[src/phb_pkg.sv]
`timescale 1ns / 1ps
// Shared types, constants and helper functions for the pixel histogram binner.
// No dependencies; every other file in src refers to this package by scoped names.
package phb_pkg;

  localparam int MAX_BINS_DEF    = 1024;
  localparam int SAMPLE_BITS_DEF = 32;
  localparam int QUEUE_DEPTH     = 4;

  localparam int SAMPLE_W = 32;
  localparam int SEL_W    = 10;
  localparam int COUNT_W  = 32;
  localparam int BCNT_W   = 11;
  localparam int ADDR_W   = 5;
  localparam int DATA_W   = 32;

  typedef enum logic [1:0] {
    ACT_ACCUM = 2'd0,
    ACT_READ  = 2'd1,
    ACT_CLEAR = 2'd2
  } act_t;

  typedef enum logic [2:0] {
    REG_BIN_COUNT   = 3'd0,
    REG_RANGE_LOW   = 3'd1,
    REG_BIN_SCALE   = 3'd2,
    REG_NODATA_EN   = 3'd3,
    REG_NODATA_VAL  = 3'd4,
    REG_INCLUDE_OOR = 3'd5
  } reg_idx_t;

  typedef struct packed {
    logic [BCNT_W-1:0]          bin_count;
    logic signed [SAMPLE_W-1:0] range_low;
    logic [31:0]                bin_scale;
    logic                       nodata_enable;
    logic signed [SAMPLE_W-1:0] nodata_value;
    logic                       include_oor;
  } cfg_t;

  typedef struct packed {
    logic clearing;
    logic init_busy;
  } back_status_t;

  function automatic logic [COUNT_W-1:0] sat_inc(input logic [COUNT_W-1:0] c);
    sat_inc = (c == '1) ? c : c + 1'b1;
  endfunction

endpackage

[src/phb_queue.sv]
`timescale 1ns / 1ps
// Short FIFO that decouples the binning front end from the count store.
// Uses phb_pkg only for its default depth.
module phb_queue #(
  parameter int WIDTH = 8,
  parameter int DEPTH = phb_pkg::QUEUE_DEPTH,
  localparam int PTR_W = $clog2(DEPTH),
  localparam int CNT_W = $clog2(DEPTH + 1)
) (
  input  logic             clk,
  input  logic             rst_n,
  input  logic             push,
  input  logic [WIDTH-1:0] push_data,
  input  logic             pop,
  output logic             q_full,
  output logic             q_valid,
  output logic [WIDTH-1:0] q_data
);

  logic [WIDTH-1:0] slot_r [DEPTH];
  logic [PTR_W-1:0] wr_ptr_r;
  logic [PTR_W-1:0] rd_ptr_r;
  logic [CNT_W-1:0] count_r;

  assign q_full  = (count_r == CNT_W'(DEPTH));
  assign q_valid = (count_r != '0);
  assign q_data  = slot_r[rd_ptr_r];

  always_ff @(posedge clk) begin
    if (push) begin
      slot_r[wr_ptr_r] <= push_data;
    end
  end

  always_ff @(posedge clk) begin
    if (!rst_n) begin
      wr_ptr_r <= '0;
      rd_ptr_r <= '0;
      count_r  <= '0;
    end else begin
      if (push) begin
        wr_ptr_r <= (wr_ptr_r == PTR_W'(DEPTH - 1)) ? '0 : wr_ptr_r + 1'b1;
      end
      if (pop) begin
        rd_ptr_r <= (rd_ptr_r == PTR_W'(DEPTH - 1)) ? '0 : rd_ptr_r + 1'b1;
      end
      if (push && !pop) begin
        count_r <= count_r + 1'b1;
      end else if (pop && !push) begin
        count_r <= count_r - 1'b1;
      end
    end
  end

  a_no_overflow: assert property (@(posedge clk) disable iff (!rst_n)
    push |-> (!q_full || pop))
    else $error("queue push while full");

  a_no_underflow: assert property (@(posedge clk) disable iff (!rst_n)
    pop |-> q_valid)
    else $error("queue pop while empty");

endmodule

[config.mk]
export PLATFORM = sky130hd
export DESIGN_NAME = phb_queue
export DESIGN_NICKNAME = d
export VERILOG_FILES = /design/src/phb_pkg.sv /design/src/phb_queue.sv
export SDC_FILE = /design/constraint.sdc
export NUM_CORES = 1
export LEC_CHECK = 0
export BUFFER_PORTS_ARGS = -buffer_cell sky130_fd_sc_hd__buf_2
export CAP_MARGIN = 20
export CORE_MARGIN = 2
export CORE_UTILIZATION = 59
export DETAILED_ROUTE_END_ITERATION = 6
export PLACE_DENSITY = 0.92
export SETUP_SLACK_MARGIN = 0.2
export SYNTH_ARGS = -nofsm -noshare
export SYNTH_HDL_FRONTEND = slang
export SYNTH_SLANG_ARGS = --single-unit
[constraint.sdc]
create_clock -name clk -period 4.6 [get_ports clk]
set_input_delay 0.92 -clock clk [delete_from_list [all_inputs] [get_ports clk]]
set_output_delay 0.92 -clock clk [all_outputs]
set_load 0.03 [all_outputs]
# Word level (Yosys, flattened, before mapping)
# Memories as Yosys holds them, arrays and structs flattened. A register that Yosys moved wholly into a read port is not among the register bits.
# Index checks and enable logic that the tools add are counted.
op_classes:
  n_addsub: 4
  n_eq_ne: 3
  muxes: 8
  n_reduce_logical: 6
op_table:
  columns: ["op", "n"]
  rows:
  - ["$mux W2", 4]
  - ["$mux W3", 2]
  - ["$add A2 B1 Y2 const B", 2]
  - ["$eq A2 B2 Y1 const B", 2]
  - ["$add A3 B1 Y3 const B", 1]
  - ["$eq A3 B3 Y1 const B", 1]
  - ["$reduce_bool A3 Y1", 1]
  - ["$sub A3 B1 Y3 const B", 1]
  - ["$logic_and A1 B1 Y1", 2]
  - ["$logic_not A1 Y1", 2]
  - ["$mux W1", 2]
  - ["$reduce_bool A2 Y1", 1]
word_totals:
  reg_bits: 7
  ram_bits: 32
  input_bits: 12
  out_inout_bits: 10
  word_cells: 25
  memories: 1
mem_list:
  columns: ["memory", "depth", "word_bits", "read_ports", "rd_clocked_by_memory_dff", "wr", "line_no", "rtl"]
  rows:
  - ["slot_r", 4, 8, 1, 1, 1, "phb_queue.sv:20", "logic [WIDTH-1:0] slot_r [DEPTH];"]

# Longest topological paths before layout
logic_depth:
  word_depth: 4
  mapped_depth: 7

# Worst setup path after synthesis
# Ideal clock, no wire load.
synth_path:
  path_kind: "in2reg"
  startpoint: "in pop"
  endpoint: "reg count_r[2]"
  setup_time_ns: 0.070
  arrival_ns: 2.113
  t_required_ns: 4.530
  setup_slack_ns: 2.417
  cell_stages: 7
  path_buffers: 0
  path_cell_list: "inv_1 -> ha_1 -> inv_1 -> fa_1 -> xor2_1 -> or3_1 -> a21boi_1"
synth_between:
  elab_chain_cells: 3
synth_rtl:
  columns: ["element", "line_no", "rtl"]
  rows:
  - ["start: declaration", "phb_queue.sv:14", "input logic pop,"]
  - ["$logic_not A1 Y1", "phb_queue.sv:47", "if (push && !pop) begin"]
  - ["$logic_and A1 B1 Y1", "phb_queue.sv:47", null]
  - ["$mux W3 or $reduce_bool A2 Y1 (tied branches)", null, null]
  - ["end signal: assignment", "phb_queue.sv:48", "count_r <= count_r + 1'b1;"]
  - ["end signal: assignment", "phb_queue.sv:50", "count_r <= count_r - 1'b1;"]
  - ["end: declaration", "phb_queue.sv:23", "logic [CNT_W-1:0] count_r;"]
# Several ways; a longest one is shown, not always the timed one.
# A chain may end at the register's enable or synchronous reset.

==> impl_metrics.toml <==
[sta]
setup_viol = 0
slew_violations = 0
rsz0062_at_grt = "no"
min_period_ns = 2.72
relSlewSlack_pct = 63.6
setup_tns_ns = 0
period_share_pct = 59.2
skew_ns = 0.00480
hold_ws_ns = 0.534
fmax_ghz = 0.367
hold_violations = 0
worst_pin_slew_ns = 0.545

[grt]
grt_antenna_before_repair = 0
grt_pass1_wl_mm = 4.01
grt-busiest-layer = "met2"
grt_overflow_total = 0
use_met2_pct = 29.7
met3_usage_pct = 8.06
met1_usage_pct = 19.3
first_global_vias = 861
groute.usage.overall_pct = 17.8
grt_max_degree = 14

[clock_tree]
hold_buffers = 0
cts_setup_buffers = 0
numClockSinks = 41
clockRootBuffer = "clkbuf_4"
cts_htree_levels = 2
post_cts_resized = 0
clock_latency_ns = 0.34
clk_pin_slew_worst_paths_ns = 0.11
numCtsBuffers = 5
cts_tree = "done"
ctsLongestPathBuffers = 2

[logic_synthesis]
synth_top_cell_area_share_pct = 59.4
syn_nets = 105
yosysSeqAreaShare_pct = 70.6
ys_ff_latch = 41
synth_edf_count = 32
synthDistinctLibCells = 20
synth_warnings = 0
ys_async_sr_fraction_pct = 0
synth_area_sq_um = 1620
netlist_instances = 86
ys.flop_type = "edfxtp_1"
synth_area_per_cell_sq_um = 18.8
synthTopCellsByArea = "edfxtp_1, dfxtp_1, mux4_2"
yosysTopAreaCell = "edfxtp_1"

[cells_and_area]
stdcell_count = 143
multi_input_area_sq_um = 444
drive_gt1_share_pct = 32.7
fin_nets = 131
final_cell_mix = "edfxtp_1, buf_2, dfxtp_1"
diodes = 0
n_fill_cell = 159
regArea_sq_um = 1140
final_cell_area_sq_um = 1850
area_growth_pct = 14.2
final_common_cell = "edfxtp_1"

[drt]
remaining_drc_errors = 0
ant_nets = 0
first_iter_violations = 17
wire_per_inst_um = 16.2
num_vias = 794
drt_wl_total_mm = 2.32
vias_per_cell = 5.55
drtPass1Iterations = 3

[power_and_ir_drop]
p_leak_nw = 0.690
p_sw_mw = 0.187
power_mw = 0.820
powerDensity_nw_per_um2 = 444
p_sw_share_pct = 22.8
clkPwrFrac_pct = 34.1
p_int_mw = 0.633
seqPwrFrac_pct = 53.3
ir_drop_mv = 0.320
power_frac_comb_pct = 12.6

[run_status]
outcome = "complete, no violations"

[die]
initial_core_util_pct = 63.5
fp-row-count = 18
die_h_um = 56.3
core-area_sq_um = 2540
die_area_sq_um = 3170
pin_count = 22
die_w_um = 56.3

[critical_path]
crit_type = "reg2out"
r2r_start = "count_r[0]$_SDFFE_PN0P_"
end_kind = "output port"
cp-start-kind = "flop"
reg2reg_setup_slack_ns = 3.11
crit_required_ns = 3.68
timing.rr.end = "count_r[2]$_SDFFE_PN0P_"
crit_arrival_ns = 1.80
reg2reg_depth = 4
crit_fanout = 8

[placed_design]
hpwl_mm = 1.65
gp_congestion = 0.654
dpl_cell_area_sq_um = 1740
placed_cells = 135
port-buffer-count = 21

[job]
maxCapViolations = 0

[worst_hold_path]
hold_depth = 2
hp-start = "count_r[2]$_SDFFE_PN0P_"
hold_path_class = "reg2reg"
hold_path_end = "count_r[2]$_SDFFE_PN0P_"
[worst max-delay path, stage by stage (launching register included)]
cell     delay, ns
dfxtp_1       0.68
mux4_2        0.58
buf_2         0.19
[registers in the layout (all words and copies together), names as in the netlist, named ones only]
signal    count
wr_ptr_r      2
rd_ptr_r      2
slot_r       32
count_r       3
[cell usage after synthesis, types with 2 or more instances]
cell,instances
dfxtp_1,9
edfxtp_1,32
mux2i_1,4
and2_1,5
inv_1,4
or3_1,2
nor2b_1,5
mux4_2,8
ha_1,6
[kinds of logic (layout without fill, tap and decap cells)]
group | Yosys count | after routing | share of synthesized area, %
buffers and inverters | 6 | 33 | 1.93
and+or+nand+nor | 15 | 15 | 5.65
DFF | 41 | 41 | 70.6
AOI/OAI and AO/OA | 3 | 3 | 1.24
muxes | 12 | 12 | 13.6
xor gates and xnor gates | 2 | 2 | 1.08
adders and majority gates | 7 | 7 | 5.88
[routing by layer]
metal | part of all wire (%) | wire [um]
met3 | 5.5 | 127
met1 | 40 | 935
met4 | 2.5 | 59
met5 | 0 | 0
met2 | 52 | 1200
[worst max-delay path by stage]
| stage | to | slack (ns) | from | cells after the start |
|---|---|---|---|---|
| floorplan | count_r[2]$_SDFFE_PN0P_ | 2.42 | pop | 7 |
| global placement | count_r[2]$_SDFFE_PN0P_ | 2.26 | pop | 8 |
| detailed placement | count_r[2]$_SDFFE_PN0P_ | 2.16 | pop | 8 |
| CTS | q_data[5] | 1.81 | flop | 2 |
| global route | q_data[5] | 1.75 | flop | 2 |
| finish | q_data[5] | 1.88 | flop | 2 |
[power groups by stage]
| stage | Clock (mW) | Combinational [mW] | Sequential [mW] |
|---|---|---|---|
| 2_1_floorplan | 0 | 0.0814 | 0.437 |
| 3_3_place_gp | 0 | 0.101 | 0.444 |
| 3_5_place_dp | 0 | 0.105 | 0.446 |
| 4_1_cts | 0.287 | 0.105 | 0.438 |
| 5_1_grt | 0.299 | 0.114 | 0.440 |
| 6_report | 0.280 | 0.103 | 0.437 |
[metrics by stage]
| step | setup slack (ns) | util [%] |
|---|---|---|
| final | 1.88 | 72.5 |
| after floorplan | 2.42 | - |
| after CTS | 1.81 | 72.5 |
| after global routing | 1.75 | 72.5 |
| after global placement | 2.26 | 68.5 |
| after detailed placement | 2.16 | 68.5 |
[final cells by class]
| class | count | area share, % |
|---|---|---|
| Multi-Input combinational cell | 39 | 24.1 |
| Tap cell | 30 | 2.03 |
| Clock inverter | 3 | 3.53 |
| Clock buffer | 5 | 2.03 |
| Inverter | 4 | 0.814 |
| Sequential cell | 41 | 61.8 |
| Timing Repair Buffer | 21 | 5.69 |
(Power assumes the default switching activity.)
