**src/phb_pkg.sv**
```systemverilog
`timescale 1ns / 1ps
// Shared types, constants and helper functions for the pixel histogram binner.
// No dependencies; every other file in src refers to this package by scoped names.
package phb_pkg;

  localparam int MAX_BINS_DEF    = 1024;
  localparam int SAMPLE_BITS_DEF = 32;
  localparam int QUEUE_DEPTH     = 4;

  localparam int SAMPLE_W = 32;
  localparam int SEL_W    = 10;
  localparam int COUNT_W  = 32;
  localparam int BCNT_W   = 11;
  localparam int ADDR_W   = 5;
  localparam int DATA_W   = 32;

  typedef enum logic [1:0] {
    ACT_ACCUM = 2'd0,
    ACT_READ  = 2'd1,
    ACT_CLEAR = 2'd2
  } act_t;

  typedef enum logic [2:0] {
    REG_BIN_COUNT   = 3'd0,
    REG_RANGE_LOW   = 3'd1,
    REG_BIN_SCALE   = 3'd2,
    REG_NODATA_EN   = 3'd3,
    REG_NODATA_VAL  = 3'd4,
    REG_INCLUDE_OOR = 3'd5
  } reg_idx_t;

  typedef struct packed {
    logic [BCNT_W-1:0]          bin_count;
    logic signed [SAMPLE_W-1:0] range_low;
    logic [31:0]                bin_scale;
    logic                       nodata_enable;
    logic signed [SAMPLE_W-1:0] nodata_value;
    logic                       include_oor;
  } cfg_t;

  typedef struct packed {
    logic clearing;
    logic init_busy;
  } back_status_t;

  function automatic logic [COUNT_W-1:0] sat_inc(input logic [COUNT_W-1:0] c);
    sat_inc = (c == '1) ? c : c + 1'b1;
  endfunction

endpackage

```
**src/phb_front.sv**
```systemverilog
`timescale 1ns / 1ps
// Front end: takes input transfers, masks no-data samples and computes the bin.
// Uses phb_pkg; pushes classified items into phb_queue.
module phb_front #(
  parameter int MAX_BINS    = phb_pkg::MAX_BINS_DEF,
  parameter int SAMPLE_BITS = phb_pkg::SAMPLE_BITS_DEF,
  localparam int IDX_W      = $clog2(MAX_BINS),
  localparam int ITEM_W     = 2 + IDX_W + phb_pkg::SEL_W + 1
) (
  input  logic                          clk,
  input  logic                          rst_n,
  input  phb_pkg::cfg_t                 cfg,
  input  logic                          hold,
  input  logic                          in_valid,
  output logic                          in_stall,
  input  logic [1:0]                    in_action,
  input  logic [phb_pkg::SAMPLE_W-1:0]  in_sample,
  input  logic [phb_pkg::SEL_W-1:0]     in_bin_select,
  input  logic                          q_full,
  output logic                          push,
  output logic [ITEM_W-1:0]             push_data
);

  logic                              f_en;
  logic signed [phb_pkg::SAMPLE_W-1:0] s_ext;
  logic signed [phb_pkg::SAMPLE_W:0]   diff;
  logic                              in_hit;

  logic                              f1_valid_r;
  logic [1:0]                        f1_act_r;
  logic signed [phb_pkg::SAMPLE_W:0] f1_diff_r;
  logic                              f1_skip_r;
  logic [phb_pkg::SEL_W-1:0]         f1_sel_r;
  logic                              f1_hit_r;

  logic                              f2_valid_r;
  logic [1:0]                        f2_act_r;
  logic [63:0]                       f2_prod_r;
  logic                              f2_neg_r;
  logic                              f2_zscale_r;
  logic                              f2_skip_r;
  logic [phb_pkg::SEL_W-1:0]         f2_sel_r;
  logic                              f2_hit_r;

  logic [63:0]        prod;
  logic [47:0]        bin_wide;
  logic [31:0]        bc32;
  logic [31:0]        n32;
  logic [IDX_W-1:0]   last_bin;
  logic               above;
  logic               below;
  logic               keep_acc;
  logic               push_want;
  logic [IDX_W-1:0]   idx;

  assign f_en     = !f2_valid_r || !q_full;
  assign in_stall = !f_en || hold;

  assign s_ext  = phb_pkg::SAMPLE_W'(signed'(in_sample[SAMPLE_BITS-1:0]));
  assign diff   = (phb_pkg::SAMPLE_W+1)'(s_ext) - (phb_pkg::SAMPLE_W+1)'(cfg.range_low);
  assign in_hit = 32'(in_bin_select) < 32'(MAX_BINS);
  assign prod   = 64'(f1_diff_r[phb_pkg::SAMPLE_W-1:0]) * 64'(cfg.bin_scale);

  always_ff @(posedge clk) begin
    if (!rst_n) begin
      f1_valid_r <= 1'b0;
      f2_valid_r <= 1'b0;
    end else if (f_en) begin
      f1_valid_r  <= in_valid && !hold;
      f1_act_r    <= in_action;
      f1_diff_r   <= diff;
      f1_skip_r   <= cfg.nodata_enable && (s_ext == cfg.nodata_value);
      f1_sel_r    <= in_bin_select;
      f1_hit_r    <= in_hit;
      f2_valid_r  <= f1_valid_r;
      f2_act_r    <= f1_act_r;
      f2_prod_r   <= prod;
      f2_neg_r    <= f1_diff_r[phb_pkg::SAMPLE_W];
      f2_zscale_r <= (cfg.bin_scale == '0);
      f2_skip_r   <= f1_skip_r;
      f2_sel_r    <= f1_sel_r;
      f2_hit_r    <= f1_hit_r;
    end
  end

  // A zero bin count acts as one bin; counts above the store size are capped.
  always_comb begin
    bc32 = 32'(cfg.bin_count);
    if (bc32 == 32'd0) begin
      n32 = 32'd1;
    end else if (bc32 > 32'(MAX_BINS)) begin
      n32 = 32'(MAX_BINS);
    end else begin
      n32 = bc32;
    end
    last_bin = IDX_W'(n32 - 32'd1);
  end

  // The product is Q48.16, so dropping the low 16 bits gives the floor.
  assign bin_wide = f2_prod_r[63:16];
  assign above    = !f2_zscale_r && !f2_neg_r && (bin_wide > 48'(last_bin));
  assign below    = !f2_zscale_r && f2_neg_r;
  assign keep_acc = !f2_skip_r && (!(above || below) || cfg.include_oor);

  always_comb begin
    push_want = 1'b0;
    idx       = IDX_W'(f2_sel_r);
    case (f2_act_r)
      phb_pkg::ACT_ACCUM: begin
        push_want = keep_acc;
        if (f2_zscale_r || below) begin
          idx = '0;
        end else if (above) begin
          idx = last_bin;
        end else begin
          idx = bin_wide[IDX_W-1:0];
        end
      end
      phb_pkg::ACT_READ:  push_want = 1'b1;
      phb_pkg::ACT_CLEAR: push_want = 1'b1;
      default:            push_want = 1'b0;
    endcase
  end

  assign push      = f2_valid_r && push_want && !q_full;
  assign push_data = {f2_act_r, idx, f2_sel_r, f2_hit_r};

endmodule

```
**config.mk**
```make
export PLATFORM = sky130hd
export DESIGN_NAME = phb_front
export DESIGN_NICKNAME = d
export VERILOG_FILES = /design/src/phb_pkg.sv /design/src/phb_front.sv
export SDC_FILE = /design/constraint.sdc
export NUM_CORES = 2
export LEC_CHECK = 0
export ABC_AREA = 1
export BUFFER_PORTS_ARGS = -buffer_cell sky130_fd_sc_hd__buf_2
export CAP_MARGIN = 20
export CELL_PAD_IN_SITES_DETAIL_PLACEMENT = 2
export CELL_PAD_IN_SITES_GLOBAL_PLACEMENT = 2
export CORE_MARGIN = 2
export CORE_UTILIZATION = 39
export DETAILED_ROUTE_END_ITERATION = 12
export PLACE_DENSITY = 0.92
export SYNTH_ARGS = -nofsm -noshare
export SYNTH_HDL_FRONTEND = slang
export SYNTH_SLANG_ARGS = --single-unit
```
**constraint.sdc**
```tcl
create_clock -name clk -period 8.1 [get_ports clk]
set_input_delay 0 -clock clk [delete_from_list [all_inputs] [get_ports clk]]
set_output_delay 0 -clock clk [all_outputs]
set_load 0.005 [all_outputs]
```
* Word level (Yosys, flattened, before mapping)
Cells that the tools add are included.
** Storage, ports and cells
- Flip-flop bits (word level) :: 127
- Bits of input ports :: 158
- Output and inout port bits :: 25
- Logic and storage cells :: 52
** Cells by class
- $add $sub $neg :: 2
- Multipliers :: 1
- $lt $le $gt $ge :: 2
- Equal/unequal tests :: 3
- Muxes and demuxes :: 6
- Reductions and logical operators :: 26
** Operators with widths (count)
- multiplier 32 x 32 -> 64 bit :: 1
- 2-to-1 mux 10 bit :: 5
- > comparator 48 x 10 -> 1 bit :: 1
- subtractor 32 x 32 -> 33 bit :: 1
- equality test 32 bit :: 1
- logical NOT 32 bit :: 1
- > comparator 11 bit (second input constant) :: 1
- logical NOT 11 bit :: 1
- subtractor 10 x 1 -> 10 bit (second input constant) :: 1
- logical AND 1 bit :: 8
- logical NOT 1 bit :: 8
- logical OR 1 bit :: 5
- equality test 2 x 1 -> 1 bit (second input constant) :: 1
- equality test 2 bit (second input constant) :: 1
- logical NOT 2 bit :: 1
- case mux 1 bit (2 select lines) :: 1
- AND reduction 2 bit :: 1
- OR reduction 2 bit :: 1

* Longest topological paths before layout
- Depth in word-level cells :: 13
- Depth in mapped cells :: 33
- Mapped depth without buffers :: 31

* Least setup slack after synthesis
Ideal clock, no wire load.
- Path type :: reg-to-reg
- From :: reg f1_diff_r[26] in the netlist's numbering
- To :: reg f2_prod_r[51], data pin
- Setup time :: 252 ps
- Arrival :: 6210 ps
- Required time :: 7848 ps
- Path slack :: 1638 ps
- Cell stages (with the launch flop) :: 26
- Buffers on the path :: 1
- Period minus slack after synthesis :: 6462 ps
- Cell sequence :: edfxtp_1 -> clkbuf_1 -> nand2_1 -> fa_1 -> inv_1 -> fa_1 -> inv_1 -> fa_1 -> inv_1 -> fa_1 -> fa_1 -> fa_1 -> fa_1 -> inv_1 -> fa_1 -> inv_1 -> ha_1 -> nand2_1 -> nor2_1 -> inv_1 -> nor2_1 -> inv_1 -> nor4_1 -> nand2_1 -> nand3_1 -> nand2_1
** On the way
- Word-level cells in the longest chain between the ends :: 1
** RTL lines
- start, declared :: line phb_front.sv:31 : logic signed [phb_pkg::SAMPLE_W:0] f1_diff_r;
- start signal, assigned :: line phb_front.sv:71 : f1_diff_r <= diff;
- multiplier 32 x 32 -> 64 bit :: line phb_front.sv:62 : assign prod = 64'(f1_diff_r[phb_pkg::SAMPLE_W-1:0]) * 64'(cfg.bin_scale);
- net prod[51] :: line phb_front.sv:45 : logic [63:0] prod;
- end signal, assigned :: line phb_front.sv:77 : f2_prod_r <= prod;
- end, declared :: line phb_front.sv:38 : logic [63:0] f2_prod_r;
The timed path passes the listed nets, and every way through them passes these cells.
A chain may end at the register's enable or synchronous reset.

* Final worst setup path
- From :: reg f1_diff_r[6] in the netlist's numbering
- To :: reg f2_prod_r[48], data pin
Same word-level chain as after synthesis.

==> impl_metrics.csv <==
group,metric,value,unit
critical_path,criticalPathCategory,"flip-flop to flip-flop",
timing,setup_viol,48,
route,dr_wl_met3,42000,um
route,vias,45900,
synth,ys_types,41,
floorplan,core,107000,um2
route,top_layer,"met5",
route,antenna_left,0,
global_route,gr-usage-all-layers,47.0,%
timing,finalCritPeriodShare,114,%
floorplan,io-pin-count,183,
layout,n_fill_cell,12300,
synth,ys_top_cells_by_count,"inv_1, nand2_1, fa_1",
synth,synth_top_area_cell,"fa_1",
clock_tree,cts_root_buf,"clkbuf_16",
route,dr.pass1.iters,8,
global_route,grt_start_max_net_pins,59,
synth,async_reset_ff_share,0,%
status,outcome,"finished, violations left",
route,wl,295000,um
route,vias_per_cell,6.46,
synth,ys.flop_type,"edfxtp_1",
route,drt-met1-wl,90200,um
critical_path,crit_path_start_kind,"flip-flop",
timing,slew_headroom,21.8,%
timing,skew,0.0504,ns
timing,finalHoldViolations,0,
clock_tree,cts_sinks,111,
global_route,antenna_found_initial,40,
critical_path,cp_max_fo,9,
place,dp_hpwl,178000,um
floorplan,rows,120,
clock_tree,cts_max_level,3,
place,gp_congestion,0.910,
floorplan,start_util,39.3,%
floorplan,die_w,332,um
clock_tree,clk_latency,0.47,ns
synth,netlist_area,42000,um2
layout,area_growth,10.8,%
route,routedWlPerCell,41.6,um
critical_path,crit_path_end_kind,"flip-flop",
synth,synth_seq_area_share,7.89,%
synth,yosysMostFrequentCell,"inv_1",
route,met2_length,124000,um
global_route,grt_pass1_wl,371000,um
floorplan,die_h,332,um
synth,synth_nets,6884,
critical_path,cp_slowest_cell,"fa_2",
synth,syn_inst,5525,
clock_tree,path_clk_slew,0.11,ns
timing,rsz0062_at_grt,"yes",
layout,nNetsFinal,7030,
flow_run,drv_cap,0,
timing,drv_slew,0,
floorplan,die_area,110000,um2
route,drtIter0Drc,6293,
timing,timing.final.ws_setup,-1.13,ns
place,io_buffers,181,
clock_tree,cts_tree,"built",
layout,drive_gt1_share,10.0,%
status,violations,"setup timing",
route,route.detailed.drc,0,
clock_tree,cts_buffer_depth,2,
synth,synth_top_area_share,42.7,%
critical_path,crit_top_cell,"nand2_1",
critical_path,worstPathRequired,8.26,ns
synth,synth_seq_cells,111,
layout,multi_input_area,32100,um2
global_route,grt_overflow,0,
place,post-place-cells,6958,
critical_path,worstPathArrival,9.38,ns
synth,synthTopCellsByArea,"fa_1, inv_1, nand2_1, ha_1, edfxtp_1",
synth,yosys_warnings,0,
timing,fin_crit,9.23,ns
global_route,grt_pass1_vias,50100,
timing,worstMarginPinSlew,1.16,ns
layout,seq_area,3310,um2
critical_path,critPathMaxStageDelay,0.82,ns
layout,instances_no_fill,7096,
clock_tree,cts_buffers,9,
hold_path,hold_path_class,"input pin to flip-flop",
synth,synth_edf_count,109,
synth,synth_area_per_cell,7.60,um2
timing,fmax,0.108,GHz
cells by family after synthesis:
kind of cell / synth area share [%]
flops: 7.89
xor+xnor: 1.27
compound gates: 3.91
simple gates: 17.6
other cells: 0.00893
buf+inv: 17.6
fa+ha+maj: 51.8
cell type report:
cell class,instances,area share [%]
antenna,18,0.0968
clock buffer,9,0.484
clock inverter,6,0.140
inverter,1739,14.1
multi-input combinational,3450,68.9
sequential,111,7.12
tap,1403,3.77
timing repair buffer,360,5.40
metrics by stage:
step                instance area [um2]  hold slack [ns]  util [%]  TNS (ns)  setup slack, ns
floorplan                         42000           0.0909         -         0             1.64
global placement                  44500            0.176      41.6         0            0.172
detailed placement                44500            0.179      41.6     -4.67           -0.418
CTS                               45500           0.0845      42.6         0           0.0361
global route                      46500            0.129      43.5    -30.05           -0.941
finish                            46600           0.0887      43.5    -40.16            -1.13
registers in the layout, indices dropped and copies added (netlist names):
register	flops
f2_skip_r	1
f2_act_r	2
f1_act_r	2
f2_valid_r	1
f1_sel_r	10
f2_neg_r	1
f2_sel_r	10
f2_zscale_r	1
f1_skip_r	1
f1_valid_r	1
f1_diff_r	33
f2_prod_r	48
final timing paths:
path / slack, ns / start / endpoint / depth (start not counted)
setup / recovery: -1.13 / f1_diff_r[6]$_DFFE_PP_ / f2_prod_r[48]$_DFFE_PP_ / 28
hold / removal: 0.09 / q_full / f2_valid_r$_SDFFE_PN0N_ / 5
setup reg to reg: -1.13 / f1_diff_r[6]$_DFFE_PP_ / f2_prod_r[48]$_DFFE_PP_ / 28
hold reg to reg: 0.43 / f1_sel_r[1]$_DFFE_PP_ / f2_sel_r[1]$_DFFE_PP_ / 0
placed cells by master, fill, tap and decap left out, types with 10 or more instances in the layout:
| cell | n |
|---|---|
| nand4_1 | 14 |
| dlygate4sd3_1 | 16 |
| nand2_1 | 1442 |
| ha_2 | 11 |
| nor3_1 | 17 |
| edfxtp_1 | 109 |
| o21ai_2 | 11 |
| inv_2 | 12 |
| a21oi_2 | 20 |
| inv_1 | 1720 |
| xor2_1 | 42 |
| diode_2 | 18 |
| nand3_1 | 91 |
| ha_1 | 286 |
| nor2_1 | 230 |
| o21ai_1 | 18 |
| a21oi_1 | 112 |
| nor4_1 | 14 |
| o21ai_0 | 71 |
| xnor2_1 | 15 |
| fa_2 | 54 |
| a21o_1 | 10 |
| nor2_2 | 22 |
| o21bai_1 | 12 |
| nor2_4 | 12 |
| buf_4 | 141 |
| buf_12 | 16 |
| nand2_2 | 22 |
| buf_2 | 181 |
| fa_1 | 842 |
timing repair:
action	CTS	global route
endpoints found under the hold margin	14	0
setup endpoints to repair	37	48
buffers inserted	56	33
resized for setup	13	243
pin swaps	0	34
hold buffers	16	0
worst max-delay path, delay by kind of cell, from the launching register on:
family                   cells  cell delay, ns
adder cells (fa/ha/maj)      9            4.81
buffers and inverters        9            1.78
AND/OR/NAND/NOR              8            1.52
flip-flops                   1            0.42
AO/OA/AOI/OAI                2            0.36
routing by layer:
layer | vias to the layer above | global-route usage [%]
li1 | 15900 | -
met1 | 22500 | 49.6
met2 | 4897 | 73.7
met3 | 2556 | 18.5
met4 | 40 | 39.8
met5 | - | 2.65
Power is left out: the tool's default activity adds up to more than one toggle a clock period on the data nets, which glitch-free logic cannot reach.
